[config.mk]
export PLATFORM = sky130hd
export DESIGN_NAME = segmentation_overlap_metrics_flat
export DESIGN_NICKNAME = d
export VERILOG_FILES = /design/src/hw/rtl/sov_pkg.sv /design/src/hw/rtl/sov_if.sv /design/src/hw/rtl/segmentation_overlap_metrics.sv /design/src/hw/rtl/sov_ctrl.sv /design/src/hw/rtl/sov_dp.sv /design/src/flat_wrapper.sv
export SDC_FILE = /design/constraint.sdc
export NUM_CORES = 2
export LEC_CHECK = 0
export BUFFER_PORTS_ARGS = -buffer_cell sky130_fd_sc_hd__buf_2
export CORE_MARGIN = 2
export CORE_UTILIZATION = 25
export CTS_BUF_LIST = sky130_fd_sc_hd__clkbuf_16
export DETAILED_ROUTE_END_ITERATION = 7
export GPL_TIMING_DRIVEN = 0
export HOLD_SLACK_MARGIN = 0.06
export PLACE_DENSITY = 0.44
export SLEW_MARGIN = 20
export SYNTH_ARGS = -nofsm -noshare
export SYNTH_HDL_FRONTEND = slang
export SYNTH_HIERARCHICAL = 1
export SYNTH_SLANG_ARGS = --single-unit
export TNS_END_PERCENT = 5
[constraint.sdc]
create_clock -name clk -period 10 [get_ports clk]
set_clock_uncertainty 0.1 [all_clocks]
set_input_delay 1 -clock clk [delete_from_list [all_inputs] [get_ports clk]]
set_output_delay 1 -clock clk [all_outputs]
set_load 0.01 [all_outputs]
[src/hw/rtl/sov_pkg.sv]
package sov_pkg;

  localparam int COUNT_BITS   = 32;
  localparam int FRAC_BITS    = 16;
  localparam int VAL_BITS     = 48;
  localparam int LABEL_BITS   = 16;
  localparam int KIND_BITS    = 5;
  localparam int CFG_IDX_BITS = 2;
  localparam int N_CAT        = 8;
  localparam int CAT_IDX_BITS = $clog2(N_CAT);

  // numerator is a sum of two counters, scale is at most 100 << FRAC_BITS
  localparam int NUMER_W = COUNT_BITS + 1;
  localparam int SCALE_W = 7 + FRAC_BITS;
  localparam int NUM_W   = NUMER_W + SCALE_W;
  localparam int DEN_W   = COUNT_BITS + 1;
  localparam int EXT_W   = (NUM_W > VAL_BITS) ? NUM_W : VAL_BITS;
  localparam int STEP_W  = $clog2(NUM_W);

  typedef logic [COUNT_BITS-1:0] count_t;
  typedef logic [KIND_BITS-1:0]  kind_t;
  typedef logic [LABEL_BITS-1:0] label_t;
  typedef logic [CFG_IDX_BITS-1:0] cfg_idx_t;
  typedef logic [CAT_IDX_BITS-1:0] cat_idx_t;

  localparam kind_t KIND_OVERLAP   = 5'd0;
  localparam kind_t KIND_TEST      = 5'd1;
  localparam kind_t KIND_TRUTH     = 5'd2;
  localparam kind_t KIND_UNION     = 5'd3;
  localparam kind_t KIND_FP        = 5'd4;
  localparam kind_t KIND_FN        = 5'd5;
  localparam kind_t KIND_TN        = 5'd6;
  localparam kind_t KIND_NEG       = 5'd7;
  localparam kind_t KIND_TOTAL     = 5'd8;
  localparam kind_t KIND_DICE      = 5'd9;
  localparam kind_t KIND_OV_TRUTH  = 5'd10;
  localparam kind_t KIND_OV_TEST   = 5'd11;
  localparam kind_t KIND_JACCARD   = 5'd12;
  localparam kind_t KIND_SENS      = 5'd13;
  localparam kind_t KIND_SPEC      = 5'd14;
  localparam kind_t KIND_PPV       = 5'd15;
  localparam kind_t KIND_OVERSEG   = 5'd16;

  localparam cat_idx_t C_OV    = 3'd0;
  localparam cat_idx_t C_TEST  = 3'd1;
  localparam cat_idx_t C_TRUTH = 3'd2;
  localparam cat_idx_t C_UNION = 3'd3;
  localparam cat_idx_t C_FP    = 3'd4;
  localparam cat_idx_t C_FN    = 3'd5;
  localparam cat_idx_t C_TN    = 3'd6;
  localparam cat_idx_t C_NEG   = 3'd7;

  localparam cfg_idx_t CFG_TEST_LABEL  = 2'd0;
  localparam cfg_idx_t CFG_TRUTH_LABEL = 2'd1;
  localparam cfg_idx_t CFG_MASK_ENABLE = 2'd2;

  localparam logic [SCALE_W-1:0] SCALE_PCT  = SCALE_W'(100) << FRAC_BITS;
  localparam logic [SCALE_W-1:0] SCALE_DICE = SCALE_W'(2) << FRAC_BITS;
  localparam logic [SCALE_W-1:0] SCALE_ONE  = SCALE_W'(1) << FRAC_BITS;

  localparam logic [VAL_BITS-1:0] VAL_MAX = {VAL_BITS{1'b1}};

  typedef enum logic [2:0] {
    ST_COUNT,
    ST_COUNTS_OUT,
    ST_MUL,
    ST_DIV,
    ST_METRIC_OUT
  } state_t;

  typedef struct packed {
    logic  count;
    logic  clear;
    logic  out_load;
    logic  metric;
    logic  mul_load;
    logic  div_step;
    kind_t kind;
  } ctl_t;

endpackage

[src/hw/rtl/sov_if.sv]
interface sov_voxel_if;
  import sov_pkg::*;
  logic   valid;
  logic   ready;
  label_t test_voxel;
  label_t truth_voxel;
  label_t mask_voxel;
  logic   end_of_volume;
  modport source (output valid, test_voxel, truth_voxel, mask_voxel, end_of_volume,
                  input ready);
  modport sink (input valid, test_voxel, truth_voxel, mask_voxel, end_of_volume,
                output ready);
endinterface

interface sov_result_if;
  import sov_pkg::*;
  logic                valid;
  logic                ready;
  kind_t               result_kind;
  logic [VAL_BITS-1:0] result_value;
  logic                undefined;
  logic                sens_spec_meaningful;
  logic                last_of_run;
  modport source (output valid, result_kind, result_value, undefined,
                  sens_spec_meaningful, last_of_run, input ready);
  modport sink (input valid, result_kind, result_value, undefined,
                sens_spec_meaningful, last_of_run, output ready);
endinterface

interface sov_cfg_if;
  import sov_pkg::*;
  logic     valid;
  logic     ready;
  cfg_idx_t index;
  label_t   data;
  modport source (output valid, index, data, input ready);
  modport sink (input valid, index, data, output ready);
endinterface

[src/hw/rtl/segmentation_overlap_metrics.sv]
// channel   dir  payload
// voxel     in   test_voxel, truth_voxel, mask_voxel, end_of_volume
// result    out  result_kind, result_value, undefined, sens_spec_meaningful, last_of_run
// cfg       in   index, data (test_label, truth_label, mask_enable)
//
// one voxel request per cycle while counting
// after the last voxel: 9 counts at one per cycle while the receiver accepts them, then each of the 8 metrics
// is computed in the shared bit-serial divider
// no voxel is taken from the last voxel until the final metric is loaded
// a stalled result holds in the output register and stalls the sequence
// rst is synchronous; it clears counters, labels to 1 and mask_enable to 0
module segmentation_overlap_metrics (
  input  logic                clk,
  input  logic                rst,
  sov_voxel_if.sink           voxel,
  sov_result_if.source        result,
  sov_cfg_if.sink             cfg
);
  import sov_pkg::*;

  ctl_t ctl;
  logic in_ready;
  logic out_free;

  assign voxel.ready = in_ready;
  assign cfg.ready   = 1'b1;

  sov_ctrl u_ctrl (
    .clk      (clk),
    .rst      (rst),
    .in_valid (voxel.valid),
    .in_last  (voxel.end_of_volume),
    .out_free (out_free),
    .in_ready (in_ready),
    .ctl      (ctl)
  );

  sov_dp u_dp (
    .clk                  (clk),
    .rst                  (rst),
    .ctl                  (ctl),
    .test_voxel           (voxel.test_voxel),
    .truth_voxel          (voxel.truth_voxel),
    .mask_voxel           (voxel.mask_voxel),
    .cfg_we               (cfg.valid),
    .cfg_index            (cfg.index),
    .cfg_data             (cfg.data),
    .out_ready            (result.ready),
    .out_free             (out_free),
    .out_valid            (result.valid),
    .result_kind          (result.result_kind),
    .result_value         (result.result_value),
    .undefined            (result.undefined),
    .sens_spec_meaningful (result.sens_spec_meaningful),
    .last_of_run          (result.last_of_run)
  );

  a_last_voxel_stops_input: assert property (@(posedge clk) disable iff (rst)
    (voxel.valid && voxel.ready && voxel.end_of_volume) |=> !voxel.ready)
    else $error("voxel taken right after last voxel of volume");

  a_counts_defined: assert property (@(posedge clk) disable iff (rst)
    (result.valid && (result.result_kind <= KIND_TOTAL)) |-> !result.undefined)
    else $error("count flagged undefined");

  a_undefined_zero: assert property (@(posedge clk) disable iff (rst)
    (result.valid && result.undefined) |-> (result.result_value == '0))
    else $error("undefined metric with nonzero value");

  a_last_kind: assert property (@(posedge clk) disable iff (rst)
    (result.valid && result.last_of_run) |-> (result.result_kind == KIND_OVERSEG))
    else $error("end of run on wrong result kind");

endmodule

[src/hw/rtl/sov_ctrl.sv]
module sov_ctrl (
  input  logic          clk,
  input  logic          rst,
  input  logic          in_valid,
  input  logic          in_last,
  input  logic          out_free,
  output logic          in_ready,
  output sov_pkg::ctl_t ctl
);
  import sov_pkg::*;

  state_t             state, state_next;
  kind_t              kind, kind_next;
  logic [STEP_W-1:0]  step, step_next;

  localparam logic [STEP_W-1:0] STEP_LAST = STEP_W'(NUM_W - 1);

  always_ff @(posedge clk) begin
    if (rst) begin
      state <= ST_COUNT;
      kind  <= KIND_OVERLAP;
      step  <= '0;
    end else begin
      state <= state_next;
      kind  <= kind_next;
      step  <= step_next;
    end
  end

  always_comb begin
    state_next = state;
    kind_next  = kind;
    step_next  = step;
    unique case (state)
      ST_COUNT: begin
        if (in_valid && in_last) begin
          state_next = ST_COUNTS_OUT;
          kind_next  = KIND_OVERLAP;
        end
      end
      ST_COUNTS_OUT: begin
        if (out_free) begin
          kind_next = kind + 5'd1;
          if (kind == KIND_TOTAL) begin
            state_next = ST_MUL;
          end
        end
      end
      ST_MUL: begin
        step_next  = '0;
        state_next = ST_DIV;
      end
      ST_DIV: begin
        step_next = step + 1'b1;
        if (step == STEP_LAST) begin
          state_next = ST_METRIC_OUT;
        end
      end
      ST_METRIC_OUT: begin
        if (out_free) begin
          if (kind == KIND_OVERSEG) begin
            state_next = ST_COUNT;
            kind_next  = KIND_OVERLAP;
          end else begin
            kind_next  = kind + 5'd1;
            state_next = ST_MUL;
          end
        end
      end
      default: state_next = ST_COUNT;
    endcase
  end

  always_comb begin
    in_ready     = 1'b0;
    ctl          = '0;
    ctl.kind     = kind;
    unique case (state)
      ST_COUNT: begin
        in_ready  = 1'b1;
        ctl.count = in_valid;
      end
      ST_COUNTS_OUT: begin
        ctl.out_load = out_free;
      end
      ST_MUL: begin
        ctl.mul_load = 1'b1;
      end
      ST_DIV: begin
        ctl.div_step = 1'b1;
      end
      ST_METRIC_OUT: begin
        ctl.out_load = out_free;
        ctl.metric   = 1'b1;
        ctl.clear    = out_free && (kind == KIND_OVERSEG);
      end
      default: begin
        in_ready = 1'b0;
      end
    endcase
  end

endmodule

[src/hw/rtl/sov_dp.sv]
module sov_dp (
  input  logic                         clk,
  input  logic                         rst,
  input  sov_pkg::ctl_t                ctl,
  input  sov_pkg::label_t              test_voxel,
  input  sov_pkg::label_t              truth_voxel,
  input  sov_pkg::label_t              mask_voxel,
  input  logic                         cfg_we,
  input  sov_pkg::cfg_idx_t            cfg_index,
  input  sov_pkg::label_t              cfg_data,
  input  logic                         out_ready,
  output logic                         out_free,
  output logic                         out_valid,
  output sov_pkg::kind_t               result_kind,
  output logic [sov_pkg::VAL_BITS-1:0] result_value,
  output logic                         undefined,
  output logic                         sens_spec_meaningful,
  output logic                         last_of_run
);
  import sov_pkg::*;

  label_t test_label;
  label_t truth_label;
  logic   mask_enable;

  count_t cat [N_CAT];
  count_t total;

  logic              counted;
  logic              tf, gf, tz, gz;
  logic [N_CAT-1:0]  hit;
  logic              meaningful;

  logic [NUMER_W-1:0] numer;
  logic [SCALE_W-1:0] scale;
  logic [DEN_W-1:0]   den;
  logic [NUM_W-1:0]   prod;

  logic [DEN_W-1:0]   den_r;
  logic               den_zero;
  logic [NUM_W-1:0]   dq;
  logic [DEN_W-1:0]   rem;
  logic [DEN_W:0]     rem_sh;
  logic               ge;
  logic [DEN_W-1:0]   rem_next;

  logic [EXT_W-1:0]    q_ext;
  logic [VAL_BITS-1:0] metric_value;
  logic [VAL_BITS-1:0] count_value;

  // configuration registers
  always_ff @(posedge clk) begin
    if (rst) begin
      test_label  <= LABEL_BITS'(1);
      truth_label <= LABEL_BITS'(1);
      mask_enable <= 1'b0;
    end else if (cfg_we) begin
      unique case (cfg_index)
        CFG_TEST_LABEL:  test_label  <= cfg_data;
        CFG_TRUTH_LABEL: truth_label <= cfg_data;
        CFG_MASK_ENABLE: mask_enable <= cfg_data[0];
        default:         mask_enable <= mask_enable;
      endcase
    end
  end

  // voxel classification
  always_comb begin
    counted    = !mask_enable || (!mask_voxel[LABEL_BITS-1] && (mask_voxel != '0));
    tf         = (test_voxel == test_label);
    gf         = (truth_voxel == truth_label);
    tz         = (test_voxel == '0);
    gz         = (truth_voxel == '0);
    hit        = '0;
    hit[C_OV]    = tf && gf;
    hit[C_TEST]  = tf;
    hit[C_TRUTH] = gf;
    hit[C_UNION] = tf || gf;
    hit[C_FP]    = tf && gz;
    hit[C_FN]    = tz && gf;
    hit[C_TN]    = tz && gz;
    hit[C_NEG]   = gz;
  end

  // saturating counters
  always_ff @(posedge clk) begin
    if (rst || ctl.clear) begin
      for (int i = 0; i < N_CAT; i++) begin
        cat[i] <= '0;
      end
      total <= '0;
    end else if (ctl.count) begin
      for (int i = 0; i < N_CAT; i++) begin
        if (counted && hit[i] && (cat[i] != '1)) begin
          cat[i] <= cat[i] + 1'b1;
        end
      end
      if (total != '1) begin
        total <= total + 1'b1;
      end
    end
  end

  assign meaningful = (cat[C_TRUTH] != '0) && (cat[C_NEG] != '0);

  // metric operand selection
  always_comb begin
    numer = NUMER_W'(cat[C_OV]);
    scale = SCALE_PCT;
    den   = '0;
    unique case (ctl.kind)
      KIND_DICE: begin
        scale = SCALE_DICE;
        den   = DEN_W'(cat[C_TEST]) + DEN_W'(cat[C_TRUTH]);
      end
      KIND_OV_TRUTH: den = DEN_W'(cat[C_TRUTH]);
      KIND_OV_TEST:  den = DEN_W'(cat[C_TEST]);
      KIND_JACCARD: begin
        scale = SCALE_ONE;
        den   = DEN_W'(cat[C_UNION]);
      end
      KIND_SENS: den = DEN_W'(cat[C_OV]) + DEN_W'(cat[C_FN]);
      KIND_SPEC: begin
        numer = NUMER_W'(cat[C_TN]);
        den   = DEN_W'(cat[C_TN]) + DEN_W'(cat[C_FP]);
      end
      KIND_PPV: den = DEN_W'(cat[C_OV]) + DEN_W'(cat[C_FP]);
      KIND_OVERSEG: begin
        numer = NUMER_W'(cat[C_OV]) + NUMER_W'(cat[C_FP]);
        den   = DEN_W'(cat[C_OV]) + DEN_W'(cat[C_FN]);
      end
      default: den = '0;
    endcase
  end

  assign prod = NUM_W'(numer) * NUM_W'(scale);

  // restoring divider, one quotient bit per cycle
  always_comb begin
    rem_sh   = {rem, dq[NUM_W-1]};
    ge       = (rem_sh >= {1'b0, den_r});
    rem_next = ge ? DEN_W'(rem_sh - {1'b0, den_r}) : rem_sh[DEN_W-1:0];
  end

  always_ff @(posedge clk) begin
    if (ctl.mul_load) begin
      dq       <= prod;
      den_r    <= den;
      den_zero <= (den == '0);
      rem      <= '0;
    end else if (ctl.div_step) begin
      dq  <= {dq[NUM_W-2:0], ge};
      rem <= rem_next;
    end
  end

  always_comb begin
    q_ext = EXT_W'(dq);
    if (den_zero) begin
      metric_value = '0;
    end else if (q_ext > EXT_W'(VAL_MAX)) begin
      metric_value = VAL_MAX;
    end else begin
      metric_value = q_ext[VAL_BITS-1:0];
    end
    if (ctl.kind == KIND_TOTAL) begin
      count_value = VAL_BITS'(total);
    end else begin
      count_value = VAL_BITS'(cat[ctl.kind[CAT_IDX_BITS-1:0]]);
    end
  end

  // output register
  assign out_free = !out_valid || out_ready;

  always_ff @(posedge clk) begin
    if (rst) begin
      out_valid <= 1'b0;
    end else if (ctl.out_load) begin
      out_valid <= 1'b1;
    end else if (out_ready) begin
      out_valid <= 1'b0;
    end
  end

  always_ff @(posedge clk) begin
    if (ctl.out_load) begin
      result_kind          <= ctl.kind;
      result_value         <= ctl.metric ? metric_value : count_value;
      undefined            <= ctl.metric && den_zero;
      sens_spec_meaningful <= meaningful;
      last_of_run          <= (ctl.kind == KIND_OVERSEG);
    end
  end

endmodule

[src/flat_wrapper.sv]
// flat-port wrapper written by rule: the top's interface ports become plain ports
module segmentation_overlap_metrics_flat import sov_pkg::*;
  (clk, rst, voxel_valid, voxel_test_voxel, voxel_truth_voxel, voxel_mask_voxel, voxel_end_of_volume, voxel_ready, result_valid, result_result_kind, result_result_value, result_undefined, result_sens_spec_meaningful, result_last_of_run, result_ready, cfg_valid, cfg_index, cfg_data, cfg_ready);
  sov_voxel_if voxel_i ();
  sov_result_if result_i ();
  sov_cfg_if cfg_i ();
  input  logic clk;
  input  logic rst;
  input wire logic [$bits(voxel_i.valid)-1:0] voxel_valid;
  input wire logic [$bits(voxel_i.test_voxel)-1:0] voxel_test_voxel;
  input wire logic [$bits(voxel_i.truth_voxel)-1:0] voxel_truth_voxel;
  input wire logic [$bits(voxel_i.mask_voxel)-1:0] voxel_mask_voxel;
  input wire logic [$bits(voxel_i.end_of_volume)-1:0] voxel_end_of_volume;
  output wire logic [$bits(voxel_i.ready)-1:0] voxel_ready;
  output wire logic [$bits(result_i.valid)-1:0] result_valid;
  output wire logic [$bits(result_i.result_kind)-1:0] result_result_kind;
  output wire logic [$bits(result_i.result_value)-1:0] result_result_value;
  output wire logic [$bits(result_i.undefined)-1:0] result_undefined;
  output wire logic [$bits(result_i.sens_spec_meaningful)-1:0] result_sens_spec_meaningful;
  output wire logic [$bits(result_i.last_of_run)-1:0] result_last_of_run;
  input wire logic [$bits(result_i.ready)-1:0] result_ready;
  input wire logic [$bits(cfg_i.valid)-1:0] cfg_valid;
  input wire logic [$bits(cfg_i.index)-1:0] cfg_index;
  input wire logic [$bits(cfg_i.data)-1:0] cfg_data;
  output wire logic [$bits(cfg_i.ready)-1:0] cfg_ready;
  assign voxel_i.valid = voxel_valid;
  assign voxel_i.test_voxel = voxel_test_voxel;
  assign voxel_i.truth_voxel = voxel_truth_voxel;
  assign voxel_i.mask_voxel = voxel_mask_voxel;
  assign voxel_i.end_of_volume = voxel_end_of_volume;
  assign voxel_ready = voxel_i.ready;
  assign result_valid = result_i.valid;
  assign result_result_kind = result_i.result_kind;
  assign result_result_value = result_i.result_value;
  assign result_undefined = result_i.undefined;
  assign result_sens_spec_meaningful = result_i.sens_spec_meaningful;
  assign result_last_of_run = result_i.last_of_run;
  assign result_i.ready = result_ready;
  assign cfg_i.valid = cfg_valid;
  assign cfg_i.index = cfg_index;
  assign cfg_i.data = cfg_data;
  assign cfg_ready = cfg_i.ready;
  segmentation_overlap_metrics u_core (.clk(clk), .rst(rst), .voxel(voxel_i), .result(result_i), .cfg(cfg_i));
endmodule
# == After elaboration in Yosys (flattened, before gate mapping) ==
# Memory sizes are Yosys's and may differ from the RTL's. A register that Yosys moved wholly into a read port is not among the register bits.
# Cells that the tools add are included.
# word_totals
memories,1
mem_bits_rw,256
out_inout_bits,59
ff_bits,259
wordCells,205
# classes
addsub,16
mux,76
n_reduce_logical,52
n_mul,1
order_cmp,2
bitwise,8
eq_ne,32
# mem_list
name,words,word_bits,read_ports,rd_clocked_by_memory_dff,wr,line_no,rtl
u_core.u_dp.cat,8,32,9,1,8,sov_dp.sv:26,count_t cat [N_CAT];
# ops
op,n
adder 32 x 1 -> 32 bit (second input constant),9
two-way mux 32 bit,9
inequality test 32 bit (second input constant),9
case mux 33 bit (7 select lines),1
two-way mux 48 bit,3
adder 32 x 32 -> 33 bit,4
two-way mux 56 bit,2
case mux 33 bit (2 select lines),1
nonzero test 32 bit,2
> comparator 56 x 48 -> 1 bit (second input constant),1
multiplier 33 x 23 -> 56 bit,1
case mux 23 bit (2 select lines),1
two-way mux 1 bit,43
== test 5 x 4 -> 1 bit (second input constant),8
greater-or-equal comparator 34 x 33 -> 1 bit,1
zero test 33 bit,1
two-way mux 33 bit,1
subtractor 33 bit,1
== test 16 bit,2
zero test 16 bit,2
logical AND 1 bit,25
two-way mux 3 bit,7
two-way mux 5 bit,4
nonzero test 16 bit,1
other kinds (25),48

# == Logic depth before layout (Yosys ltp) ==
# logic_depth
ltp_word,10
mapped_depth,34
ltp_nobuf,33

# == Modules after synthesis ==
# The synthesis kept the hierarchy.
# modules_own_cells
module,cells_each,n_inst,seq_area_each_um2,area_each_um2
sov_dp,4600,1,14053.5,42732.2
sov_ctrl,106,1,280.3,848.3
segmentation_overlap_metrics,2,1,0.0,11.3

# == Least setup slack after synthesis ==
# No wires, ideal clock.
# synth_path
path_kind,register to register
startpoint,reg u_core.u_ctrl.kind[2]
endpoint,"reg u_core.u_dp.dq[54], data pin"
arrival_ps,8184
path_slack_ps,1456
setup_time_ps,260
path_stages_with_launch,33
n_path_buf,5
period_less_slack_ps,8544
cell_sequence,dfxtp_1 > buf_6 > nand4b_1 > nor2_1 > clkbuf_1 > clkbuf_1 > buf_1 > nor2_1 > clkbuf_1 > a221oi_1 > nor2_1 > ha_1 > inv_1 > fa_1 > fa_1 > inv_1 > fa_1 > ha_1 > ha_1 > ha_1 > fa_1 > a21o_1 > a21oi_1 > o21bai_1 > a2111oi_0 > nor2_1 > a21o_1 > a311o_1 > a21oi_1 > nand3b_1 > o21ai_0 > xor2_1 > mux2_2
# synth_between
elab_chain_cells,4
# synth_lines
item,line_no,rtl
start: declaration,sov_ctrl.sv:13,"kind_t kind, kind_next;"
start signal: assignment,sov_ctrl.sv:25,kind <= kind_next;
== test 5 bit / == test 5 x 4 -> 1 bit (equally long branches),sov_dp.sv:111,unique case (ctl.kind)
case mux 33 bit (2 select lines) / case mux 23 bit (2 select lines) (equally long branches),sov_dp.sv:111,
multiplier 33 x 23 -> 56 bit *,sov_dp.sv:136,assign prod = NUM_W'(numer) * NUM_W'(scale);
two-way mux 56 bit *,sov_dp.sv:146,if (ctl.mul_load) begin
end signal: assignment,sov_dp.sv:147,dq <= prod;
end signal: assignment,sov_dp.sv:152,"dq <= {dq[NUM_W-2:0], ge};"
end: declaration,sov_dp.sv:41,logic [NUM_W-1:0] dq;
# Every way passes the cells marked *; elsewhere a longest branch is shown, timed or not.
# A chain may end at the register's enable or synchronous reset.

==> flow_summary.json <==
{
  "rsz0062_at_grt": "no",
  "dp_hpwl_um": 136700,
  "syn_area_um2": 43590,
  "cap_violations": 0,
  "place.gp.congestion": 0.9742,
  "ys_seq_area_frac": 0.3288,
  "fill_cells": 18540,
  "cp-startpoint": "u_core/u_dp/cat[0][3]$_SDFFCE_PN0P_",
  "yosys.area.top_type": "edfxtp_1",
  "drt-total-wl_um": 167100,
  "synthCells": 4708,
  "syn_avg_cell_area_um2": 9.259,
  "p_per_area_nw_per_um2": 146.4,
  "grt_pass1_wl_um": 242300,
  "antenna_found_initial": 7,
  "drtPass1Iterations": 6,
  "numCtsBuffers": 69,
  "ioPinCount": 131,
  "outcome": "completed",
  "via_per_inst": 5.050,
  "worst-path-max-fanout": 8,
  "ys_top_cells_by_area": "edfxtp_1 28%, ha_1 12%, nor2_1 5.5%, xor2_1 5.5%, dfxtp_1 5.2%",
  "yosysTopAreaCellShare": 0.2769,
  "period_share": 0.9726,
  "cp_data_required_time_ps": 10310,
  "cellLeakagePower_nw": 20.02,
  "setup-tns-final_ps": 0,
  "syn2layout_area_growth_pct": 15.03,
  "synth-seq-cells": 515,
  "critPathSlowestCell": "a21oi_1",
  "drc": 0,
  "power.total_w": 0.007341,
  "die_area_um2": 177700,
  "port_buffers": 128,
  "cts_sinks": 515,
  "synth.top_cells.by_count": "644 x nor2_1, 428 x ha_1, 424 x nand2_1, 402 x edfxtp_1, 274 x xor2_1",
  "grt_pass1_vias": 36040,
  "grtUsageTotal": 0.1825,
  "multi_input_area_um2": 27920,
  "ys_warn_count": 6,
  "critPathTopFamily": "compound AO/OA/AOI/OAI gates",
  "synth_edf_count": 402,
  "worst_path_largest_cell_delay_ps": 650,
  "reg2reg_from": "u_core/u_dp/cat[0][3]$_SDFFCE_PN0P_",
  "vias": 36970,
  "initial_utilization": 0.2511,
  "critPathLaunchType": "flip-flop",
  "crit_arrival_ps": 10030,
  "avgRoutedWirePerCell_um": 22.82,
  "die_height_um": 421.6,
  "finalHoldViolCount": 0,
  "drt_iter0_drc": 3048,
  "setup_viol": 0,
  "fin_crit_ps": 9726,
  "clock_latency_ps": 680,
  "clk_path_buf_depth": 3,
  "synthFlopType": "edfxtp_1",
  "htreeDepth": 3,
  "holdCritPathClass": "flip-flop to flip-flop",
  "path_class": "flip-flop to flip-flop",
  "drv_slew": 0,
  "num_rows": 153,
  "core_area_um2": 173600,
  "path_buf_inv": 0,
  "regArea_um2": 14340,
  "clk_pin_slew_ps": 60,
  "worst_pin_slew_ps": 1225,
  "antenna_left": 0,
  "grt_overflow": 0,
  "die_w_um": 421.6,
  "critPathCaptureType": "flip-flop",
  "layout.nets": 5532,
  "cts_tree": "built",
  "clk_root_buffer_cell": "clkbuf_16",
  "drive_gt1_frac": 0.09732,
  "ys_types": 90,
  "design_area_um2": 50140,
  "irDropWorstVdd_uv": 116.1,
  "fmax_mhz": 102.8,
  "place_area_um2": 47580,
  "min_from": "u_core/u_dp/test_label[8]$_SDFFE_PP0P_",
  "relSlewSlack": 0.1835,
  "yosysMostFrequentCell": "nor2_1",
  "crit_top_cell": "ha_1",
  "grt_start_max_net_pins": 45,
  "async_reset_ff_frac": 0
}
[timing repair]
item | 4_1_cts | 5_1_grt
setup buffers | 2 | 2
setup endpoints to repair | 28 | 9
hold buffers | 0 | 0
resized for setup | 41 | 25
[worst paths after layout]
kind | end | slack, ps | cells past startpoint
min reg2reg | u_core/u_dp/test_label[8]$_SDFFE_PP0P_ | 370 | 2
min | u_core/u_dp/test_label[8]$_SDFFE_PP0P_ | 370 | 2
max | u_core/u_dp/dq[55]$_DFFE_PP_ | 270 | 29
max reg2reg | u_core/u_dp/dq[55]$_DFFE_PP_ | 270 | 29
[per-layer routing]
metal	up-vias	share of wire	GRT usage
met4	6	0.033	0.05926
li1	17520	-	-
met2	1068	0.46	0.3024
met3	203	0.060	0.02368
met1	18170	0.44	0.2449
met5	-	0.00026	0
[metrics by stage]
stage,worst slack [ps],hold WS [ps],std cells,utilization
6_report,273.7,368.2,7321,0.2888
5_1_grt,35.50,387.5,7319,0.2888
4_1_cts,0.3837,369.5,7317,0.2884
3_5_place_dp,-2422,363.0,7189,0.2740
3_3_place_gp,-3364,358.5,7162,0.2715
2_1_floorplan,1456,348.1,4709,-
[worst register-to-register path, delay by kind of cell, from the launching register on]
family,cells,cell delay [ps]
compound gates,14,4030
fa+ha+maj,9,3630
flops,1,630
xor+xnor,2,410
simple gates,3,400
mux,1,270
[registers in the layout (all words and copies together) (netlist names), 3 cells and up]
name                      count
u_core/u_ctrl/step            6
u_core/u_dp/cat             256
u_core/u_dp/result_value     48
u_core/u_dp/truth_label      16
u_core/u_dp/den_r            33
u_core/u_dp/rem              33
u_core/u_dp/dq               56
u_core/u_dp/total            32
u_core/u_dp/result_kind       5
u_core/u_ctrl/state           3
u_core/u_ctrl/kind            5
u_core/u_dp/test_label       16
[where the power goes]
| part | switching [W] | internal, W |
|---|---|---|
| Sequential | 0.000197 | 0.00252 |
| Combinational | 0.00123 | 0.000802 |
| Clock | 0.00106 | 0.00152 |
| Total | 0.00249 | 0.00485 |
[placed cells by master (no fill, tap or decap), types with 20 or more instances in the layout]
cell type | synthesis | routed
a21o_1 | 101 | 101
a21oi_1 | 260 | 251
a221oi_1 | 34 | 26
a22o_1 | 27 | 27
a31oi_1 | 33 | 32
and2_1 | 25 | 24
and3_1 | 78 | 78
and4_1 | 25 | 25
buf_1 | 27 | 22
buf_2 | 10 | 147
buf_4 | 2 | 20
clkbuf_1 | 160 | 149
clkbuf_16 | 0 | 72
dfxtp_1 | 113 | 109
edfxtp_1 | 402 | 402
fa_1 | 93 | 93
ha_1 | 428 | 428
inv_1 | 220 | 224
mux2_2 | 39 | 39
mux2i_1 | 81 | 81
mux4_2 | 63 | 63
nand2_1 | 424 | 418
nand2b_1 | 27 | 26
nand3_1 | 142 | 142
nand4_1 | 85 | 85
nor2_1 | 644 | 643
nor2b_1 | 46 | 46
nor3_1 | 52 | 52
nor4_1 | 42 | 36
o21a_1 | 33 | 33
o21ai_0 | 210 | 206
o21bai_1 | 30 | 30
or3_1 | 27 | 27
xnor2_1 | 177 | 176
xor2_1 | 274 | 273
[cell families (layout without fill, tap and decap cells)]
| logic type | count (synthesis) | count (layout) | synth area share |
|---|---|---|---|
| xor gates and xnor gates | 451 | 451 | 0.09061 |
| buffers and inverters | 421 | 706 | 0.03706 |
| adders and majority gates | 521 | 521 | 0.1656 |
| other | 2 | 5 | 0.0001723 |
| and+or+nand+nor | 1690 | 1690 | 0.1797 |
| muxes | 183 | 183 | 0.06122 |
| DFF | 515 | 515 | 0.3288 |
| AOI/OAI and AO/OA | 925 | 925 | 0.1368 |
[layout make-up]
class | instances | area share
multi-input cells | 3773 | 0.5568
flip-flops and latches | 515 | 0.2860
well taps | 2325 | 0.05802
clock buffers | 72 | 0.03593
repair buffers | 159 | 0.01984
inverters | 220 | 0.01652
plain buffers | 201 | 0.01642
clock inverters | 54 | 0.01033
diodes | 2 | 0.00009981
No activity file was read; power rests on OpenSTA's default activity.
